### src/hw/rtl/psu_pkg.sv
// ----------------------------------------------------------------------------
// psu_pkg
// Shared types and constants for the PNG scanline unfilter block.
// ----------------------------------------------------------------------------
package psu_pkg;

  // Default line store sizing, in pixels of four bytes.
  localparam int unsigned PSU_MAX_WIDTH = 1024;

  // Fixed field widths of the channels and the configuration register.
  localparam int unsigned BYTE_W  = 8;
  localparam int unsigned PIXEL_W = 32;
  localparam int unsigned LW_W    = 11;

  // Row filter codes; anything above Paeth is held as the bad code.
  typedef enum logic [2:0] {
    FLT_NONE  = 3'd0,
    FLT_SUB   = 3'd1,
    FLT_UP    = 3'd2,
    FLT_AVG   = 3'd3,
    FLT_PAETH = 3'd4,
    FLT_BAD   = 3'd5
  } filter_t;

endpackage

### src/hw/rtl/psu_recon.sv
// ----------------------------------------------------------------------------
// psu_recon
// Reconstructs one filtered byte from its left, upper and upper-left bytes.
// ----------------------------------------------------------------------------
module psu_recon import psu_pkg::*; (
  input  logic [BYTE_W-1:0] x,
  input  logic [BYTE_W-1:0] a,
  input  logic [BYTE_W-1:0] b,
  input  logic [BYTE_W-1:0] c,
  input  filter_t           flt,
  output logic [BYTE_W-1:0] r
);

  // Paeth predictor: pa = |b-c|, pb = |a-c|, pc = |a+b-2c|, ties to a then b.
  function automatic logic [BYTE_W-1:0] paeth(input logic [BYTE_W-1:0] pa_in,
                                              input logic [BYTE_W-1:0] pb_in,
                                              input logic [BYTE_W-1:0] pc_in);
    logic signed [10:0] da;
    logic signed [10:0] db;
    logic signed [10:0] dc;
    logic        [10:0] pa;
    logic        [10:0] pb;
    logic        [10:0] pc;
    da = $signed({3'b000, pb_in}) - $signed({3'b000, pc_in});
    db = $signed({3'b000, pa_in}) - $signed({3'b000, pc_in});
    dc = da + db;
    pa = (da < 0) ? 11'(-da) : 11'(da);
    pb = (db < 0) ? 11'(-db) : 11'(db);
    pc = (dc < 0) ? 11'(-dc) : 11'(dc);
    if (pa <= pb && pa <= pc) begin
      return pa_in;
    end else if (pb <= pc) begin
      return pb_in;
    end else begin
      return pc_in;
    end
  endfunction

  logic [BYTE_W:0] avg_sum;

  assign avg_sum = {1'b0, a} + {1'b0, b};

  always_comb begin
    unique case (flt)
      FLT_NONE:  r = x;
      FLT_SUB:   r = x + a;
      FLT_UP:    r = x + b;
      FLT_AVG:   r = x + avg_sum[BYTE_W:1];
      FLT_PAETH: r = x + paeth(a, b, c);
      default:   r = x;
    endcase
  end

endmodule

### config.mk
export PLATFORM = sky130hd
export DESIGN_NAME = psu_recon
export DESIGN_NICKNAME = d
export VERILOG_FILES = /design/src/hw/rtl/psu_pkg.sv /design/src/hw/rtl/psu_recon.sv
export SDC_FILE = /design/constraint.sdc
export NUM_CORES = 1
export LEC_CHECK = 0
export BUFFER_PORTS_ARGS = -buffer_cell sky130_fd_sc_hd__buf_2
export CORE_UTILIZATION = 27
export DETAILED_ROUTE_END_ITERATION = 6
export PLACE_DENSITY_LB_ADDON = 0.05
export SKIP_LAST_GASP = 1
export SLEW_MARGIN = 20
export SYNTH_ARGS = -nofsm -noshare
export SYNTH_HDL_FRONTEND = slang
export SYNTH_SLANG_ARGS = --single-unit
export TNS_END_PERCENT = 10
### constraint.sdc
create_clock -name vclk -period 8.6
set_input_delay 1.29 -clock vclk [all_inputs]
set_output_delay 1.29 -clock vclk [all_outputs]
set_load 0.02 [all_outputs]
# After elaboration in Yosys (flattened, before gate mapping)
# Cells that the tools add are included.
[classes] mux=7 n_reduce_logical=1 addsub=11 magnitude_cmp=6 n_eq_ne=4
[op_table] cell="$le A11 B11 Y1" n=3
[op_table] cell="$mux W11" n=3
[op_table] cell="$add A8 B8 Y8" n=4
[op_table] cell="$pmux W8 S4" n=1
[op_table] cell="$mux W8" n=3
[op_table] cell="$neg A9 Y11" n=2
[op_table] cell="$lt A9 B1 Y1 const B" n=2
[op_table] cell="$sub A8 B8 Y9" n=2
[op_table] cell="$neg A10 Y11" n=1
[op_table] cell="$add A9 B9 Y10" n=1
[op_table] cell="$lt A10 B1 Y1 const B" n=1
[op_table] cell="$add A8 B8 Y9" n=1
[op_table] cell="$eq A3 B2 Y1 const B" n=2
[op_table] cell="$eq A3 B1 Y1 const B" n=1
[op_table] cell="$eq A3 B3 Y1 const B" n=1
[op_table] cell="$logic_and A1 B1 Y1" n=1
[word_totals] reg_bits=0 word_cells=29

# Logic depth before layout (Yosys ltp)
[logic_depth] word_depth=10 ltp_mapped=39

# Least setup slack after synthesis
# No wires, ideal clock.
[synth_timing] path_kind="input port to output port" from="input b[0]" to="output r[7]" arrival_ps=7665 path_buffers=1 path_stages=34 t_required_ps=7310 slack_ps=-355 path_cell_list="inv_1 ha_1 inv_1 fa_1 xnor2_1 inv_1 ha_1 o21ai_0 o21bai_1 a21o_1 a41oi_1 o31ai_4 a211o_1 nand2_2 o21ai_1 xor2_1 ha_1 a21o_1 a21o_1 a2111oi_0 o22ai_1 clkbuf_1 o21a_1 o22a_1 ha_1 a21o_1 a21oi_1 o21bai_1 a21oi_1 nand3b_1 nand2_1 nor2_1 mux2i_1 xnor2_1"
[synth_via] elab_chain_cells=10 word_cells_on_any_way=20 classes_between="add/sub (8); order compare (5); mux (6); reduce/logical (1)"
[synth_lines] item="start, declared" line_no="psu_recon.sv:8" text="input logic [BYTE_W-1:0] b,"
[synth_lines] item="$sub A8 B8 Y9" line_no="psu_recon.sv:24" text="da = $signed({3'b000, pb_in}) - $signed({3'b000, pc_in});"
[synth_lines] item="$add A9 B9 Y10" line_no="psu_recon.sv:26" text="dc = da + db;"
[synth_lines] item="$neg A10 Y11 or $lt A10 B1 Y1 (tied branches)" line_no="psu_recon.sv:29" text="pc = (dc < 0) ? 11'(-dc) : 11'(dc);"
[synth_lines] item="$mux W11" line_no="psu_recon.sv:29"
[synth_lines] item="$le A11 B11 Y1, on equally long branches" line_no="psu_recon.sv:32, psu_recon.sv:30"
[synth_lines] item="$mux W8 or $logic_and A1 B1 Y1 (tied branches)" line_no="psu_recon.sv:32, psu_recon.sv:30"
[synth_lines] item="$mux W8" line_no="psu_recon.sv:30" text="if (pa <= pb && pa <= pc) begin"
[synth_lines] item="$mux W8" line_no="psu_recon.sv:44" text="unique case (flt)"
[synth_lines] item="$add A8 B8 Y8" line_no="psu_recon.sv:49" text="FLT_PAETH: r = x + paeth(a, b, c);"
[synth_lines] item="$pmux W8 S4 (*)" line_no="psu_recon.sv:44"
[synth_lines] item="end, declared" line_no="psu_recon.sv:11" text="output logic [BYTE_W-1:0] r"
# Mark *: on every way between the ends. The rest lies on a longest branch, timed or not. The select of a mux whose other input is x is not followed.

# Final worst setup path
# Ends and elaborated chain as after synthesis.

==> summary.md <==
| Metric | Value |
|---|---|
| Outcome | finished, violations left |
| Failing checks | negative setup slack |
| F_max | between 0.1 and 0.15 GHz |
| Worst min path class | in2out |
| DR vias | approximately 3700 |
| Max-slew headroom | 54.35% |
| Storage element area | 0 um^2 |
| Seq pwr share | 0% |
| RSZ-0062 raised after global routing | yes |
| Gr usage total | between 10% and 20% |
| Pleak | approximately 2.5 nW |
| Antenna violations before repair | 0 |
| Final setup fails | 2 |
| Setup TNS | -436.0 ps |
| DP Wirelength | just under 10000 um |
| Fillers | 1267 |
| VDD IR max | 0.09574 mV |
| Drt pass-1 iters | 4 |
| Die area | ~0.013 mm^2 |
| CP startpoint | b[0] |
| Net switching fraction of the power | between 40% and 50% |
| Worst setup path endpoint | r[7] |
| Initial Util | 27.76% |
| Max Slew Vio Count | 0 |
| Vias in the first global route | between 3000 and 4000 |
| Clock share of power | 0% |
| Routed WL | roughly 11000 um |
| Internal Power | approximately 0.00060 W |
| Cells after DPL | roughly 760 |
| P_sw | 0.0005844 W |
| Die Wd | about 110 um |
| Tightest Pin Transition | a little under 700 ps |
| Clkbuf count | 0 |
| Hold Crit Start | x[7] |
| Avg Cell Area, Syn | around 7.5 um^2 |
| Leading cell type in the layout, fill and taps excluded | buf_4 |
| Synth-to-layout area growth | 55.38% |
| Multi-input gate area | ~0.0036 mm^2 |
| Setup WS post-layout | -232.6 ps |
| # rows | 40 |
| CP bufs+invs | 6 |
| PortBufs | 43 |
| WP data required | between 7000 and 8000 ps |
| FF+latch count | 0 |
| Most frequent cells in the layout | buf_4, ha_1, buf_2 |
| Layout cells sized above 1 | about 41% |
| Max FO, Critical Path | 6 |
| Total power | 0.001188 W |
| Crit path largest cell delay | roughly 360 ps |
| First-pass GRT wire length | approximately 18000 um |
| Final Hold Viols | 0 |
| Crit path capture type | output port |
| Worst path arrival time | between 7000 and 8000 ps |
| Crit path launch type | primary input |
| Pwr/cell area | 229.3 mW/mm^2 |
| Largest net degree at the start of global routing | 15 |
| Crit path top cell by count | xnor2_2 |
| Core area | 0.01201 mm^2 |
| Layout Nets | ~740 |
| # hold bufs at CTS | 0 |
| Final ANT Viol Nets | 0 |
| Core Util, Final | approximately 43% |
| Crit path max-delay family | compound AO/OA/AOI/OAI gates |
| Worst setup path class | in2out |
| Diode count | 0 |
| Mapped Cells | between 400 and 500 |
| Yosys Warn Count | 0 |
| Sequential cell area fraction in the yosys report | 0% |
| Slowest-stage cell, CP | fa_2 |
| Via/cell ratio | around 4.8 |
| Worst slack, placed | -760.9 ps |
| Tcrit/Tclk final | 102.7% |
| Drt wl/cell | 13.78 um |
| Final min period | about 8800 ps |
| I/O Pins | 43 |
| DR iter-0 viols | 112 |
| Max cap viols | 0 |
| Post-Syn Area | between 0.003 and 0.004 mm^2 |
| Die height | about 110 um |
| Layout Cells excl Fill | roughly 770 |
| Grt ovf | 0 |
| DR DRC count | 0 |
| Comb power frac | 100.0% |
| Final Wtd Congestion | between 0.8 and 0.9 |
| Synth cell types | 57 |
| CP Depth | 36 |
==> final cells by class <==
class	count	area share (%)
multi-input cells	407	69.23
repair buffers	176	24.05
well taps	147	3.550
inverters	43	3.163
==> how the worst min path moves through the flow <==
stage / end / cells after the start
after floorplan: r[7] / 1
after global placement: r[7] / 3
after detailed placement: r[7] / 3
after CTS: r[7] / 3
after global routing: r[7] / 3
final: r[7] / 3
==> synthesized netlist by cell type (2+ instances only) <==
| cell type | number | area (um^2) |
|---|---|---|
| a21boi_0 | 2 | 15.01 |
| a21o_1 | 16 | 120.1 |
| a21oi_1 | 50 | 250.2 |
| a31o_2 | 2 | 17.52 |
| a31oi_1 | 4 | 25.02 |
| and2_1 | 2 | 12.51 |
| clkbuf_1 | 4 | 15.01 |
| conb_1 | 2 | 7.510 |
| fa_1 | 5 | 100.1 |
| ha_1 | 73 | 913.4 |
| inv_1 | 43 | 161.4 |
| mux2_2 | 4 | 45.04 |
| mux2i_1 | 9 | 90.09 |
| nand2_1 | 29 | 108.9 |
| nand2b_1 | 7 | 43.79 |
| nand3_1 | 8 | 40.04 |
| nand3b_1 | 2 | 15.01 |
| nand4_1 | 6 | 37.54 |
| nor2_1 | 25 | 93.84 |
| nor2b_1 | 8 | 50.05 |
| nor3_1 | 6 | 30.03 |
| nor4_1 | 2 | 12.51 |
| o2111ai_1 | 2 | 17.52 |
| o21a_1 | 13 | 97.59 |
| o21ai_0 | 28 | 140.1 |
| o21ai_1 | 2 | 10.01 |
| o21bai_1 | 8 | 60.06 |
| o22a_1 | 4 | 35.03 |
| o22ai_1 | 6 | 37.54 |
| o31ai_1 | 2 | 15.01 |
| o31ai_4 | 2 | 42.54 |
| or2_2 | 2 | 12.51 |
| xnor2_1 | 32 | 280.3 |
| xnor2_2 | 2 | 32.53 |
| xor2_1 | 13 | 113.9 |
==> metal layers <==
| layer | wire (um) | track usage, % |
|---|---|---|
| met2 | 5945 | 35.58 |
| met5 | 0 | 0 |
| met3 | 159 | 0.4821 |
| met1 | 4378 | 18.90 |
| met4 | 169 | 2.982 |
==> through the flow <==
stage	instance area [um^2]	hold slack [ps]
finish	5181	2881
global placement	4692	2875
global route	5181	2900
CTS	4991	2897
detailed placement	4692	2880
floorplan	3438	2669
==> kinds of logic after synthesis <==
kind of cell	synth area share (%)
other	0.2252
buffers and inverters	5.440
AOI/OAI and AO/OA	29.94
muxes	4.053
adders and majority gates	30.73
and+or+nand+nor	16.32
xor gates and xnor gates	13.28
==> power by group through the flow <==
stage	combinational (W)	clock [W]	sequential [W]
2_1_floorplan	0.000607	0	0
3_3_place_gp	0.000951	0	0
3_5_place_dp	0.000960	0	0
4_1_cts	0.00110	0	0
5_1_grt	0.00131	0	0
6_report	0.00119	0	0
==> repair_timing <==
action                                  4_1_cts  5_1_grt
buffers inserted                              9        7
endpoints found under the setup margin        7        7
cloned                                        0        0
gates resized for setup                      50       26
pin swaps                                    38       42
(Power assumes the default switching activity.)
